**src/rtl/core/tdr_pkg.sv**
```systemverilog
// Shared types, codes and the control program of the thick DDA line rasteriser.
// Used by the top level and the testbench; depends on nothing else.
`default_nettype none

package tdr_pkg;

  // Width of the line_width configuration register.
  localparam int WIDTH_BITS = 6;

  // Operation codes carried by an input request.
  localparam logic OP_START   = 1'b0;
  localparam logic OP_ADVANCE = 1'b1;

  // Step counter of the sequencer and the address of each step of the program.
  typedef logic [1:0] step_t;
  localparam step_t STEP_WAIT   = 2'd0;
  localparam step_t STEP_SETUP  = 2'd1;
  localparam step_t STEP_DIVIDE = 2'd2;
  localparam step_t STEP_FINISH = 2'd3;

  // Datapath operation selected by a control word.
  typedef enum logic [1:0] {
    UOP_WAIT,
    UOP_SETUP,
    UOP_DIVIDE,
    UOP_FINISH
  } uop_t;

  // Jump condition of a control word; when it holds the step counter loads the
  // target, otherwise it moves on to the following step.
  typedef enum logic [1:0] {
    COND_ALWAYS,
    COND_NO_START,
    COND_ZERO_LEN,
    COND_DIV_BUSY
  } cond_t;

  typedef struct packed {
    uop_t  uop;
    logic  take;
    cond_t cond;
    step_t target;
  } ucw_t;

  // The control program: wait for requests, set a line up, run the slope
  // division one quotient bit a step, then fix the sign of the slope.
  function automatic ucw_t ucode(input step_t s);
    ucw_t w;
    case (s)
      STEP_WAIT:   w = '{uop: UOP_WAIT,   take: 1'b1, cond: COND_NO_START, target: STEP_WAIT};
      STEP_SETUP:  w = '{uop: UOP_SETUP,  take: 1'b0, cond: COND_ZERO_LEN, target: STEP_WAIT};
      STEP_DIVIDE: w = '{uop: UOP_DIVIDE, take: 1'b0, cond: COND_DIV_BUSY, target: STEP_DIVIDE};
      STEP_FINISH: w = '{uop: UOP_FINISH, take: 1'b0, cond: COND_ALWAYS,   target: STEP_WAIT};
      default:     w = '{uop: UOP_WAIT,   take: 1'b0, cond: COND_ALWAYS,   target: STEP_WAIT};
    endcase
    return w;
  endfunction

endpackage

`default_nettype wire

```
**src/rtl/core/tdr_chan_if.sv**
```systemverilog
// Valid/ready channel interfaces of the thick DDA line rasteriser: the request
// channel and the pixel channel. No dependencies.
`default_nettype none

interface tdr_in_if #(parameter int COORD_BITS = 12);
  logic                         valid;
  logic                         ready;
  logic                         operation;
  logic signed [COORD_BITS-1:0] start_x;
  logic signed [COORD_BITS-1:0] start_y;
  logic signed [COORD_BITS-1:0] end_x;
  logic signed [COORD_BITS-1:0] end_y;

  modport source (output valid, operation, start_x, start_y, end_x, end_y, input ready);
  modport sink   (input valid, operation, start_x, start_y, end_x, end_y, output ready);
endinterface

interface tdr_out_if #(parameter int COORD_BITS = 12);
  logic                       valid;
  logic                       ready;
  logic signed [COORD_BITS:0] pixel_x;
  logic signed [COORD_BITS:0] pixel_y;
  logic                       line_done;

  modport source (output valid, pixel_x, pixel_y, line_done, input ready);
  modport sink   (input valid, pixel_x, pixel_y, line_done, output ready);
endinterface

`default_nettype wire

```
**src/rtl/core/thick_dda_line_rasterizer.sv**
```systemverilog
// Thick DDA line rasteriser. An advance request accepted on an active line puts its
// pixel in the output register on the next cycle; advances stream at one a cycle
// while the pixel channel is not stalled. A start request holds the request channel
// through setup, the restoring slope divider (FRACTION_BITS+1 quotient bits) and the
// sign fix, or only through setup when the endpoints coincide. Synchronous
// active-low reset: idle, no line active, line width one.
`default_nettype none

module thick_dda_line_rasterizer #(
  parameter int COORD_BITS    = 12,
  parameter int FRACTION_BITS = 16
) (
  input  wire logic                           clk,
  input  wire logic                           rst_n,
  tdr_in_if.sink                              in_chan,
  tdr_out_if.source                           out_chan,
  input  wire logic                           cfg_we,
  input  wire logic [tdr_pkg::WIDTH_BITS-1:0] cfg_wdata
);

  localparam int CB    = COORD_BITS;
  localparam int FB    = FRACTION_BITS;
  localparam int ACC_W = CB + FB;
  localparam int CNT_W = $clog2(FB + 1);
  localparam int WB    = tdr_pkg::WIDTH_BITS;
  localparam int OFS_W = WB + 1;

  tdr_pkg::step_t step_r, step_nxt;
  tdr_pkg::ucw_t  ucw;

  logic signed [CB-1:0]    x0_r, y0_r, x1_r, y1_r;
  logic signed [CB-1:0]    x0_nxt, y0_nxt, x1_nxt, y1_nxt;
  logic                    active_r, active_nxt;
  logic                    steep_r, steep_nxt;
  logic signed [CB-1:0]    maj_pos_r, maj_pos_nxt;
  logic signed [CB-1:0]    maj_end_r, maj_end_nxt;
  logic signed [ACC_W-1:0] acc_r, acc_nxt;
  logic signed [ACC_W-1:0] inc_r, inc_nxt;
  logic [WB-1:0]           span_r, span_nxt;
  logic [WB-1:0]           width_r, width_nxt;
  logic [CB:0]             rem_r, rem_nxt;
  logic [CB-1:0]           div_r, div_nxt;
  logic [FB:0]             quo_r, quo_nxt;
  logic                    neg_r, neg_nxt;
  logic [CNT_W-1:0]        cnt_r, cnt_nxt;
  logic                    out_valid_r, out_valid_nxt;
  logic signed [CB:0]      out_x_r, out_x_nxt;
  logic signed [CB:0]      out_y_r, out_y_nxt;
  logic                    out_done_r, out_done_nxt;

  // Setup datapath.
  logic signed [CB:0]   dx, dy, dmin;
  logic [CB:0]          adx_full, ady_full, admin_full;
  logic [CB-1:0]        adx, ady, admin;
  logic                 zero_len, steep, swap;
  logic signed [CB-1:0] maj_a, maj_b, min_a, min_b;
  logic signed [CB-1:0] maj_lo, maj_hi, min_lo, min_hi;

  // Divider step.
  logic          div_ge;
  logic [CB:0]   rem_sub;
  logic [ACC_W-1:0] quo_ext;

  // Pixel datapath.
  logic [WB-1:0]      eff_w;
  logic [OFS_W-1:0]   offset;
  logic               last_span, done;
  logic [CB-1:0]      minor;
  logic               round_up;
  logic signed [CB:0] minor_ext, offset_ext, minor_pix, major_pix;

  logic in_fire, start_fire, emit, out_free, cond_hit;

  assign ucw      = tdr_pkg::ucode(step_r);
  assign out_free = !out_valid_r || out_chan.ready;

  assign in_chan.ready = ucw.take && out_free;
  assign in_fire       = in_chan.valid && in_chan.ready;
  assign start_fire    = in_fire && (in_chan.operation == tdr_pkg::OP_START);
  assign emit          = in_fire && (in_chan.operation == tdr_pkg::OP_ADVANCE) && active_r;

  assign out_chan.valid     = out_valid_r;
  assign out_chan.pixel_x   = out_x_r;
  assign out_chan.pixel_y   = out_y_r;
  assign out_chan.line_done = out_done_r;

  // Line setup from the latched endpoints.
  always_comb begin
    dx       = {x1_r[CB-1], x1_r} - {x0_r[CB-1], x0_r};
    dy       = {y1_r[CB-1], y1_r} - {y0_r[CB-1], y0_r};
    adx_full = dx[CB] ? -dx : dx;
    ady_full = dy[CB] ? -dy : dy;
    adx      = adx_full[CB-1:0];
    ady      = ady_full[CB-1:0];
    zero_len = (adx == '0) && (ady == '0);
    steep    = ady >= adx;
    maj_a    = steep ? y0_r : x0_r;
    maj_b    = steep ? y1_r : x1_r;
    min_a    = steep ? x0_r : y0_r;
    min_b    = steep ? x1_r : y1_r;
    swap     = maj_b < maj_a;
    maj_lo   = swap ? maj_b : maj_a;
    maj_hi   = swap ? maj_a : maj_b;
    min_lo   = swap ? min_b : min_a;
    min_hi   = swap ? min_a : min_b;
    dmin     = {min_hi[CB-1], min_hi} - {min_lo[CB-1], min_lo};
    admin_full = dmin[CB] ? -dmin : dmin;
    admin    = admin_full[CB-1:0];
  end

  // Restoring divider: compare, subtract, then shift the remainder left.
  always_comb begin
    div_ge  = rem_r >= {1'b0, div_r};
    rem_sub = div_ge ? (rem_r - {1'b0, div_r}) : rem_r;
    quo_ext = {{(ACC_W-FB-1){1'b0}}, quo_r};
  end

  // Pixel of the current span; the minor coordinate truncates toward zero.
  always_comb begin
    eff_w      = (width_r == '0) ? WB'(1) : width_r;
    offset     = {1'b0, span_r} - {1'b0, eff_w >> 1};
    last_span  = ({1'b0, span_r} + OFS_W'(1)) >= {1'b0, eff_w};
    done       = last_span && (maj_pos_r == maj_end_r);
    round_up   = acc_r[ACC_W-1] && (acc_r[FB-1:0] != '0);
    minor      = acc_r[ACC_W-1:FB] + {{(CB-1){1'b0}}, round_up};
    minor_ext  = {minor[CB-1], minor};
    offset_ext = {{(CB+1-OFS_W){offset[OFS_W-1]}}, offset};
    minor_pix  = minor_ext + offset_ext;
    major_pix  = {maj_pos_r[CB-1], maj_pos_r};
  end

  always_comb begin
    case (ucw.cond)
      tdr_pkg::COND_ALWAYS:   cond_hit = 1'b1;
      tdr_pkg::COND_NO_START: cond_hit = !start_fire;
      tdr_pkg::COND_ZERO_LEN: cond_hit = zero_len;
      tdr_pkg::COND_DIV_BUSY: cond_hit = cnt_r != '0;
      default:                cond_hit = 1'b1;
    endcase
    step_nxt = cond_hit ? ucw.target : tdr_pkg::step_t'(step_r + 2'd1);
  end

  always_comb begin
    x0_nxt        = x0_r;
    y0_nxt        = y0_r;
    x1_nxt        = x1_r;
    y1_nxt        = y1_r;
    active_nxt    = active_r;
    steep_nxt     = steep_r;
    maj_pos_nxt   = maj_pos_r;
    maj_end_nxt   = maj_end_r;
    acc_nxt       = acc_r;
    inc_nxt       = inc_r;
    span_nxt      = span_r;
    width_nxt     = cfg_we ? cfg_wdata : width_r;
    rem_nxt       = rem_r;
    div_nxt       = div_r;
    quo_nxt       = quo_r;
    neg_nxt       = neg_r;
    cnt_nxt       = cnt_r;
    out_valid_nxt = out_valid_r && !out_chan.ready;
    out_x_nxt     = out_x_r;
    out_y_nxt     = out_y_r;
    out_done_nxt  = out_done_r;

    case (ucw.uop)
      tdr_pkg::UOP_WAIT: begin
        if (start_fire) begin
          // A new start drops any line in progress.
          x0_nxt     = in_chan.start_x;
          y0_nxt     = in_chan.start_y;
          x1_nxt     = in_chan.end_x;
          y1_nxt     = in_chan.end_y;
          active_nxt = 1'b0;
          span_nxt   = '0;
        end else if (emit) begin
          out_valid_nxt = 1'b1;
          out_x_nxt     = steep_r ? minor_pix : major_pix;
          out_y_nxt     = steep_r ? major_pix : minor_pix;
          out_done_nxt  = done;
          if (last_span) begin
            span_nxt = '0;
            if (done) begin
              active_nxt = 1'b0;
            end else begin
              maj_pos_nxt = maj_pos_r + CB'(1);
              acc_nxt     = acc_r + inc_r;
            end
          end else begin
            span_nxt = span_r + WB'(1);
          end
        end
      end
      tdr_pkg::UOP_SETUP: begin
        steep_nxt   = steep;
        maj_pos_nxt = maj_lo;
        maj_end_nxt = maj_hi;
        acc_nxt     = {min_lo, {FB{1'b0}}};
        rem_nxt     = {1'b0, admin};
        div_nxt     = steep ? ady : adx;
        neg_nxt     = dmin[CB];
        cnt_nxt     = CNT_W'(FB);
      end
      tdr_pkg::UOP_DIVIDE: begin
        quo_nxt = {quo_r[FB-1:0], div_ge};
        rem_nxt = {rem_sub[CB-1:0], 1'b0};
        cnt_nxt = cnt_r - CNT_W'(1);
      end
      tdr_pkg::UOP_FINISH: begin
        inc_nxt    = neg_r ? -quo_ext : quo_ext;
        active_nxt = 1'b1;
      end
      default: begin
        active_nxt = active_r;
      end
    endcase
  end

  always_ff @(posedge clk) begin
    if (!rst_n) begin
      step_r      <= tdr_pkg::STEP_WAIT;
      active_r    <= 1'b0;
      span_r      <= '0;
      width_r     <= WB'(1);
      out_valid_r <= 1'b0;
    end else begin
      step_r      <= step_nxt;
      active_r    <= active_nxt;
      span_r      <= span_nxt;
      width_r     <= width_nxt;
      out_valid_r <= out_valid_nxt;
    end
  end

  always_ff @(posedge clk) begin
    x0_r       <= x0_nxt;
    y0_r       <= y0_nxt;
    x1_r       <= x1_nxt;
    y1_r       <= y1_nxt;
    steep_r    <= steep_nxt;
    maj_pos_r  <= maj_pos_nxt;
    maj_end_r  <= maj_end_nxt;
    acc_r      <= acc_nxt;
    inc_r      <= inc_nxt;
    rem_r      <= rem_nxt;
    div_r      <= div_nxt;
    quo_r      <= quo_nxt;
    neg_r      <= neg_nxt;
    cnt_r      <= cnt_nxt;
    out_x_r    <= out_x_nxt;
    out_y_r    <= out_y_nxt;
    out_done_r <= out_done_nxt;
  end

endmodule

`default_nettype wire

```
**src/flat_wrapper.sv**
```systemverilog
// flat-port wrapper written by rule: the top's interface ports become plain ports
module thick_dda_line_rasterizer_flat 
#(
  parameter int COORD_BITS    = 12,
  parameter int FRACTION_BITS = 16
)
  (clk, rst_n, cfg_we, cfg_wdata, in_chan_valid, in_chan_operation, in_chan_start_x, in_chan_start_y, in_chan_end_x, in_chan_end_y, in_chan_ready, out_chan_valid, out_chan_pixel_x, out_chan_pixel_y, out_chan_line_done, out_chan_ready);
  tdr_in_if #(.COORD_BITS(COORD_BITS)) in_chan_i ();
  tdr_out_if #(.COORD_BITS(COORD_BITS)) out_chan_i ();
  input  wire logic clk;
  input  wire logic rst_n;
  input  wire logic cfg_we;
  input  wire logic [tdr_pkg::WIDTH_BITS-1:0] cfg_wdata;
  input wire logic [$bits(in_chan_i.valid)-1:0] in_chan_valid;
  input wire logic [$bits(in_chan_i.operation)-1:0] in_chan_operation;
  input wire logic [$bits(in_chan_i.start_x)-1:0] in_chan_start_x;
  input wire logic [$bits(in_chan_i.start_y)-1:0] in_chan_start_y;
  input wire logic [$bits(in_chan_i.end_x)-1:0] in_chan_end_x;
  input wire logic [$bits(in_chan_i.end_y)-1:0] in_chan_end_y;
  output wire logic [$bits(in_chan_i.ready)-1:0] in_chan_ready;
  output wire logic [$bits(out_chan_i.valid)-1:0] out_chan_valid;
  output wire logic [$bits(out_chan_i.pixel_x)-1:0] out_chan_pixel_x;
  output wire logic [$bits(out_chan_i.pixel_y)-1:0] out_chan_pixel_y;
  output wire logic [$bits(out_chan_i.line_done)-1:0] out_chan_line_done;
  input wire logic [$bits(out_chan_i.ready)-1:0] out_chan_ready;
  assign in_chan_i.valid = in_chan_valid;
  assign in_chan_i.operation = in_chan_operation;
  assign in_chan_i.start_x = in_chan_start_x;
  assign in_chan_i.start_y = in_chan_start_y;
  assign in_chan_i.end_x = in_chan_end_x;
  assign in_chan_i.end_y = in_chan_end_y;
  assign in_chan_ready = in_chan_i.ready;
  assign out_chan_valid = out_chan_i.valid;
  assign out_chan_pixel_x = out_chan_i.pixel_x;
  assign out_chan_pixel_y = out_chan_i.pixel_y;
  assign out_chan_line_done = out_chan_i.line_done;
  assign out_chan_i.ready = out_chan_ready;
  thick_dda_line_rasterizer #(.COORD_BITS(COORD_BITS), .FRACTION_BITS(FRACTION_BITS)) u_core (.clk(clk), .rst_n(rst_n), .in_chan(in_chan_i), .out_chan(out_chan_i), .cfg_we(cfg_we), .cfg_wdata(cfg_wdata));
endmodule
```
**config.mk**
```make
export PLATFORM = sky130hd
export DESIGN_NAME = thick_dda_line_rasterizer_flat
export DESIGN_NICKNAME = d
export VERILOG_FILES = /design/src/rtl/core/tdr_pkg.sv /design/src/rtl/core/tdr_chan_if.sv /design/src/rtl/core/thick_dda_line_rasterizer.sv /design/src/flat_wrapper.sv
export SDC_FILE = /design/constraint.sdc
export NUM_CORES = 1
export LEC_CHECK = 0
export BUFFER_PORTS_ARGS = -buffer_cell sky130_fd_sc_hd__buf_4
export CAP_MARGIN = 15
export CORE_MARGIN = 3
export CORE_UTILIZATION = 63
export DETAILED_ROUTE_END_ITERATION = 8
export GPL_TIMING_DRIVEN = 0
export PLACE_DENSITY = 0.81
export SLEW_MARGIN = 5
export SYNTH_ARGS = -nofsm -noshare
export SYNTH_HDL_FRONTEND = slang
export SYNTH_SLANG_ARGS = --single-unit
```
**constraint.sdc**
```tcl
create_clock -name clk -period 10.8 [get_ports clk]
set_input_delay 0.54 -clock clk [delete_from_list [all_inputs] [get_ports clk]]
set_output_delay 0.54 -clock clk [all_outputs]
set_load 0.02 [all_outputs]
```
==> impl_metrics.ini, run 1 <==
[place]
dpl.hpwl_mm = 32.5
dp_cells = 1985
portBuffers = 87
gp_congestion = 0.974
place_ws_ps = -702
place_area_um2 = 17200

[finish]
area_growth_pct = 14.5
n_antenna_cell = 0
drive_gt1_share_pct = 15.2
finalNonFillerCells = 2044
num-nets-final = 1905
final_area_um2 = 18300

[critical_path]
r2r_cells = 46
arrival_ps = 10610
cp_slowest_cell = edfxtp_1
critPathMaxFanout = 10
crit_path_end_kind = flip-flop
crit_path_start_kind = flip-flop
r2r_end = u_core.rem_r[11]
crit_required_ps = 11070
critical_path_class = reg -> reg
cp_common_cell = ha_1
reg2reg_slack_ps = 460
cpPeakStageDelay_ps = 440
rr_startpoint = u_core.x1_r[0]

[timing]
clock_skew_ps = 16.7
fin_crit_ps = 10340
worstMarginPinSlew_ps = 989
max_slew_margin_pct = 33.6
slew_violations = 0
period_share_pct = 95.7
hold_viol = 0
max_freq_mhz = 96.8
setup-violations-final = 0
fin_ws_ps = 465

[synthesis]
synth_warnings = 0
synth-simple-area-share_pct = 13.0
ys_seq_elements = 220
synth_top_family_by_area = compound AO/OA/AOI/OAI gates
syn-num-nets = 1771
ys_types = 89
synth_mux_area_share_pct = 9.09
syn_area_um2 = 16000
ys.flop_type = edfxtp_1
syn_inst = 1569
synth-xor-area-share_pct = 8.02
synth_fa_ha_area_share_pct = 11.4
synth_area_per_cell_um2 = 10.2
synth_edf_count = 204
async_flop_share_pct = 0
synth_compound_area_share_pct = 14.2
ys_seq_area_share_pct = 40.3

[cts]
clock_path_buffers = 3
cts_num_sinks = 220
ctsHtreeMaxLevel = 1
clk_root_buffer_cell = clkbuf_16
clock_latency_ps = 540
path_clk_slew_ps = 60
numCtsBuffers = 24
cts_tree = done

[floorplanning]
start_util_pct = 65.0
core.rowCount = 57
core_area_um2 = 24600
die_h_um = 165
die_w_um = 165
io_pins = 89
die-area_um2 = 27300

[global_route]
overflow = 0
antenna_found_initial = 0
grt_max_degree = 43
grtUsageTotal_pct = 30.0
grt_pass1_vias = 12370
grt_pass1_wl_mm = 64.2

[status]
status = finished, final reports clean

[run]
maxCapViolCount = 0

[route]
num_vias = 12705
ant_nets = 0
wl_per_cell_um = 20.4
vias_per_cell = 6.22
drt_iter0_markers = 1151
firstDrtPassIters = 5
drc = 0
wl_mm = 41.6

[min_path]
hp-start = in_chan_start_y[0]
holdCritPathClass = in -> reg
whs_path_depth = 1
min_to = u_core.y0_r[0]
-- synthesized netlist by cell type, types with 22 or more instances --
master	instances	area share [%]
nand2_1	101	2.4
a31oi_1	22	0.86
inv_1	119	2.8
nor2b_1	34	1.3
a21oi_1	117	3.7
o21ai_0	49	1.5
nor3_1	27	0.85
edfxtp_1	204	38
mux2i_1	90	5.6
clkbuf_1	25	0.59
xor2_1	46	2.5
mux2_2	43	3.0
ha_1	135	11
nor2_1	121	2.8
a21o_1	35	1.6
xnor2_1	93	5.1
nand3_1	30	0.94
-- worst max path at each step --
stage                                   to  depth (start not counted)           start  slack, ps
after global routing      u_core.rem_r[11]                         48  u_core.x1_r[0]        -20
final                     u_core.rem_r[11]                         46  u_core.x1_r[0]        460
after detailed placement   u_core.rem_r[4]                         48  u_core.y1_r[0]       -700
after global placement     u_core.rem_r[4]                         48  u_core.x1_r[0]       -610
after CTS                 u_core.rem_r[11]                         47  u_core.y1_r[0]         20
after floorplan            u_core.rem_r[4]                         47  u_core.y0_r[0]       1240
-- cell families after synthesis --
| logic type | count (synthesis) |
|---|---|
| flops | 220 |
| compound gates | 347 |
| buf+inv | 162 |
| simple gates | 419 |
| xor+xnor | 143 |
| fa+ha+maj | 142 |
| mux | 136 |
-- cell usage in the layout, fill, tap and decap left out, types with 6 or more instances in the layout --
cell type  count
edfxtp_1     204
ha_1         134
nor2_1       121
inv_1        118
a21oi_1      109
buf_4        102
nand2_1       99
xnor2_1       91
mux2i_1       87
o21ai_0       48
xor2_1        43
mux2_2        43
a21o_1        35
nor2b_1       34
nand3_1       30
clkbuf_1      27
nor3_1        26
clkbuf_16     24
a31oi_1       22
nand2b_1      21
and3_1        17
dfxtp_1       16
o31ai_1       13
o21a_1        11
nand4_1       10
o21ai_1        9
o21bai_1       9
a21oi_2        8
or3_1          8
nor4_1         8
and2_1         7
buf_1          7
a221oi_1       7
buf_2          6
xor2_2         6
a22oi_1        6
fa_1           6
-- worst max-delay path: cells and delay by family (launching register included) --
kind	cells	cell delay (ps)
AOI/OAI and AO/OA	18	3520
and+or+nand+nor	9	1970
adders and majority gates	6	1800
muxes	4	1010
buffers and inverters	7	960
DFF	1	440
xor gates and xnor gates	2	380
-- state kept, by name, summed over array words and instances, names as in the netlist, 13 cells and up --
register	flops
u_core.inc_r	28
u_core.out_chan.pixel_x	13
u_core.quo_r	17
u_core.acc_r	28
u_core.rem_r	13
u_core.out_chan.pixel_y	13
-- layer usage --
layer / global-route usage, % / wire length [um] / vias to the layer above
met3: 4.02 / 2630 / 134
met4: 11.2 / 1820 / 0
met2: 54.3 / 20800 / 541
met5: 0 / 0 / -
met1: 36.4 / 16400 / 6017
li1: - / - / 6013
-- per-stage QoR --
stage	TNS [ps]	hold WS [ps]	utilization [%]
2_1_floorplan	0	426	-
3_3_place_gp	-4700	434	69.3
3_5_place_dp	-5930	441	69.8
4_1_cts	0	164	73.4
5_1_grt	-36.4	164	74.4
6_report	0	177	74.4
-- layout make-up --
class | instances | area [um^2]
plain buffers | 42 | 189
clock buffers | 31 | 657
clock inverters | 12 | 153
fillers | 1715 | 6310
inverters | 120 | 450
multi-input cells | 1187 | 9100
flip-flops and latches | 220 | 6450
well taps | 324 | 405
repair buffers | 108 | 898
-- repair_timing --
action                     4_1_cts  5_1_grt
pin swaps                        2        6
hold endpoints to repair         0        0
resized for setup               14       31
hold buffers                     0        0
setup buffers                    4       11
setup endpoints to repair       12       12
Power of run 1 is left out: the tool's default activity adds up to more than one toggle a clock period on the data nets, which glitch-free logic cannot reach.
==> inputs of run 2 (changes only) <==
Settings changed: ABC_AREA set to 1.
==> run 2 against run 1 <==
  * Fmax grew 15%
  * Flip-flop and latch count is the same
  * Register-to-register slack better by 1300 ps
  * Critical path type unchanged
  * Worst setup slack improved by 1300 ps
  * Global-route usage hardly changed
  * Clock-buffer cell count decreased by 4
  * Largest cell class unchanged
  * Worst hold slack improved by 8.9 ps
  * Clock skew rose by 6.0 ps
  * First-iteration DRC count increased by 16%
  * Final area fell by 0.15%
  * Non-clock buffer count shrank 14
  * Via count is 15% higher
==> impl_metrics.ini, run 2 <==
[cts]
ctsHtreeMaxLevel = 1
numCtsBuffers = 24
clock_latency_ps = 540
cts_tree = done
clk_root_buffer_cell = clkbuf_16
cts_num_sinks = 220
cts_setup_buffers = 0
cts_hold_buffers = 0
post_cts_resize_count = 0
clock_path_buffers = 3
path_clk_slew_ps = 60

[synthesis]
synth-simple-area-share_pct = 24.2
synth_fa_ha_area_share_pct = 11.2
synth_area_per_cell_um2 = 8.04
ys_seq_area_share_pct = 39.4
synth_top_area_share_pct = 37.4
synth_top_family_by_area = simple AND/OR/NAND/NOR gates
synth_common_cells = nand2_1 (497), inv_1 (280), edfxtp_1 (204), o21ai_0 (167), nand3_1 (146)
syn_area_um2 = 16400
ys_seq_elements = 220
synth_warnings = 0
syn-num-nets = 2237
syn_inst = 2035
async_flop_share_pct = 0
yosysMostFrequentCell = nand2_1
synth_mux_area_share_pct = 0.122
yosysTopAreaCell = edfxtp_1
ys_types = 59
ys.flop_type = edfxtp_1
synth_edf_count = 204
synth_compound_area_share_pct = 12.5
synth-xor-area-share_pct = 4.65
synth_area_leaders = edfxtp_1 (37%), nand2_1 (11%), ha_1 (10%), inv_1 (6.4%), o21ai_0 (5.1%)

[route]
num_vias = 14550
vias_per_cell = 5.83
ant_nets = 0
wl_mm = 42.8
wl_per_cell_um = 17.1
drc = 0
firstDrtPassIters = 5
drt_iter0_markers = 1332

[status]
status = finished, final reports clean

[timing]
fin_crit_ps = 9020
rsz0062_at_grt = false
hold_viol = 0
tns_ps = 0
worstMarginPinSlew_ps = 1060
max_slew_margin_pct = 28.4
clock_skew_ps = 22.7
max_freq_mhz = 111
slew_violations = 0
setup-violations-final = 0
period_share_pct = 83.5

[critical_path]
arrival_ps = 9290
cp.buffers_inverters = 9
cp_slowest_cell = a2111oi_2
cp_common_cell = nand2_1
critPathMaxFanout = 10
crit_family = compound AO/OA/AOI/OAI gates
reg2reg_slack_ps = 1780
critical_path_class = reg -> reg
rr_startpoint = u_core.y0_r[0]
cpPeakStageDelay_ps = 630
critPathLaunch = u_core.y0_r[0]
crit_path_start_kind = flip-flop
crit_path_end_kind = flip-flop
crit_required_ps = 11080

[floorplanning]
die_h_um = 167
io_pins = 89
die-area_um2 = 27900
core_area_um2 = 25300
core.rowCount = 58
start_util_pct = 64.6
die_w_um = 167

[place]
place_area_um2 = 17500
gp_congestion = 0.958
portBuffers = 88
dpl.hpwl_mm = 33.8

[min_path]
holdCritPathClass = in -> reg
hp-start = in_chan_end_y[4]

[finish]
layout_commonest_cell = nand2_1
layout_common_cells = nand2_1 (497), inv_1 (280), edfxtp_1 (204), o21ai_0 (167), nand3_1 (146)
area_growth_pct = 11.7
largest_registers = u_core.acc_r x28, u_core.inc_r x28, u_core.quo_r x17
final_core_util_pct = 72.1
num-nets-final = 2353
final_area_um2 = 18300
drive_gt1_share_pct = 10.1

[global_route]
overflow = 0
grt_max_degree = 37
grt_pass1_vias = 14067
grt_pass1_wl_mm = 68.8
grtUsageTotal_pct = 30.1
antenna_found_initial = 0

[run]
maxCapViolCount = 0
## run 2: logic make-up after synthesis
logic type	after synthesis
mux	2
xor+xnor	86
flops	220
fa+ha+maj	142
buf+inv	332
compound gates	378
simple gates	875
## run 2: worst register-to-register path: cells and delay by family (launching register included)
family | cells | cell delay (ps)
compound gates | 8 | 2400
flops | 1 | 480
simple gates | 21 | 2270
fa+ha+maj | 6 | 2090
xor+xnor | 1 | 260
buf+inv | 9 | 1250
## run 2: path summary, 6_finish.rpt
check / end / depth (start not counted)
hold / removal: u_core.y1_r[4] / 1
setup / recovery: u_core.rem_r[8] / 45
hold reg to reg: u_core.quo_r[2] / 0
setup reg to reg: u_core.rem_r[8] / 45
## run 2: metal layers
layer / up-vias / part of all wire, % / GRT usage (%)
met5: - / 0 / 0
met4: 0 / 4.8 / 13.9
met3: 119 / 7.3 / 3.54
met2: 613 / 48 / 51.9
met1: 6722 / 40 / 38.1
li1: 7096 / - / -
## run 2: final cells by class
class | count | area, um^2
Inverter | 286 | 1070
Fill cell | 1959 | 7060
Multi-Input combinational cell | 1483 | 8640
Clock buffer | 27 | 612
Tap cell | 330 | 413
Timing Repair Buffer | 90 | 701
Sequential cell | 220 | 6450
Clock inverter | 13 | 156
Buffer | 46 | 230
Antenna cell | 1 | 2.50
## run 2: metrics by stage
stage | setup WS (ps) | std cells | hold slack (ps)
2_1_floorplan | 3480 | 2035 | 426
3_3_place_gp | 2120 | 2453 | 441
3_5_place_dp | 1940 | 2455 | 433
4_1_cts | 1930 | 2495 | 167
5_1_grt | 1160 | 2495 | 172
6_report | 1780 | 2496 | 186
Power of run 2 is left out for the same reason.
==> inputs of run 3 (changes only) <==
Settings changed: ABC_AREA 1 to 0.
Clock period 10.8 ns to 8.8 ns, I/O delays scaled along.
==> run 3 against run 2 <==
  * The run now ends with negative setup slack left
  * Highest routed layer unchanged
  * Sequential share of layout area is 1.8 points lower
  * Critical endpoint is now u_core.rem_r[11]
  * First-iteration DRC count is 8.9% lower
  * Register-to-register slack worse by 2100 ps
  * Die area down 2.2%
==> impl_metrics.ini, run 3 (synthesized netlist as in run 1, its figures left out) <==
[finish]
n_antenna_cell = 0
num-nets-final = 1957
fillerInstances = 1587
multi_input_area_um2 = 9650
regArea_um2 = 6450
final_core_util_pct = 78.2
layout_commonest_cell = edfxtp_1
finalNonFillerCells = 2097
drive_gt1_share_pct = 21.5
largest_registers = u_core.acc_r x28, u_core.inc_r x28, u_core.quo_r x17
layout_common_cells = edfxtp_1 (204), buf_4 (158), ha_1 (127), nor2_1 (117), inv_1 (114)
area_growth_pct = 20.3

[timing]
hold_viol = 0
setup-violations-final = 11
fin_ws_ps = -340
slew_violations = 0
hold-worst-slack_ps = 83.8
period_share_pct = 104
worstMarginPinSlew_ps = 1130
clock_skew_ps = 11.2
tns_ps = -2760
fin_crit_ps = 9140
rsz0062_at_grt = true
max_freq_mhz = 109
max_slew_margin_pct = 24.5

[route]
wl_per_cell_um = 20.9
drc = 0
vias_per_cell = 6.25
firstDrtPassIters = 5
num_vias = 13101
ant_nets = 0
drt_iter0_markers = 1214
wl_mm = 43.9

[global_route]
grt_max_degree = 42
grt_pass1_vias = 12751
overflow = 0
antenna_found_initial = 0
grtUsageTotal_pct = 31.4
grt_pass1_wl_mm = 66.9

[critical_path]
cp_slowest_cell = edfxtp_1
critPathMaxFanout = 10
crit_path_start_kind = flip-flop
arrival_ps = 9400
r2r_cells = 45
crit_path_end_kind = flip-flop
cpPeakStageDelay_ps = 430
crit_required_ps = 9060
critical_path_class = reg -> reg

[min_path]
holdCritPathClass = in -> reg
whs_path_depth = 1

[floorplanning]
die-area_um2 = 27300
core_area_um2 = 24600
start_util_pct = 65.0
die_h_um = 165
core.rowCount = 57
io_pins = 89
die_w_um = 165

[place]
dpl.hpwl_mm = 32.9
portBuffers = 87
gp_congestion = 0.970
dp_cells = 1984

[cts]
clk_root_buffer_cell = clkbuf_16
numCtsBuffers = 24
cts_num_sinks = 220
path_clk_slew_ps = 60
clock_latency_ps = 530
ctsHtreeMaxLevel = 1
clock_path_buffers = 3
cts_hold_buffers = 0
cts_tree = done

[status]
status = finished, violations left
violations = negative setup slack

[run]
maxCapViolCount = 0
run 3: cell types whose count changed in the layout (fill, tap and decap cells not counted), moves of 29 or more:
cell      delta
nand2_1    -400
inv_1      -166
o21ai_0    -125
nand3_1    -118
mux2i_1     +77
buf_4       +66
xnor2_1     +59
mux2_2      +42
nor2b_1     +34
nand3b_1    -30
a21oi_1     -29
nor2_1      +29
run 3: worst max-delay path: cells and delay by family (launching register included):
| kind | cells | cell delay (ps) |
|---|---|---|
| AOI/OAI and AO/OA | 16 | 2880 |
| and+or+nand+nor | 11 | 2180 |
| adders and majority gates | 6 | 1540 |
| buffers and inverters | 7 | 800 |
| muxes | 3 | 680 |
| DFF | 1 | 430 |
| xor gates and xnor gates | 2 | 340 |
run 3: per-layer routing:
metal,wire length (um),vias to the layer above,global-route usage [%]
li1,-,6114,-
met1,17000,6250,37.3
met2,22100,601,56.8
met3,2850,136,4.04
met4,1980,0,13.8
met5,0,-,0
run 3: worst paths after layout:
| path | slack (ps) | from | to |
|---|---|---|---|
| setup / recovery | -340 | u_core.x1_r[0] | u_core.rem_r[11] |
| hold reg to reg | 460 | u_core.quo_r[1] | u_core.quo_r[2] |
| hold / removal | 80 | in_chan_start_x[7] | u_core.x0_r[7] |
| setup reg to reg | -340 | u_core.x1_r[0] | u_core.rem_r[11] |
run 3: final cells by class:
cell class | instances | area share, %
Multi-Input combinational cell | 1188 | 50.2
Sequential cell | 220 | 33.5
Clock buffer | 33 | 3.35
Clock inverter | 11 | 0.664
Inverter | 120 | 2.37
Tap cell | 324 | 2.11
Buffer | 42 | 1.34
Timing Repair Buffer | 159 | 6.47
run 3: timing repair:
action / CTS / global route
setup endpoints to repair: 12 / 12
resized for setup: 95 / 41
setup buffers: 55 / 13
cloned: 1 / 0
pin swaps: 44 / 37
run 3: through the flow:
step	instance area (um^2)	setup slack, ps
final	19200	-340
after global routing	19200	-572
after CTS	18900	-387
after detailed placement	17200	-1810
after global placement	17100	-1690
after floorplan	16100	2.40
Power of run 3 is left out for the same reason.
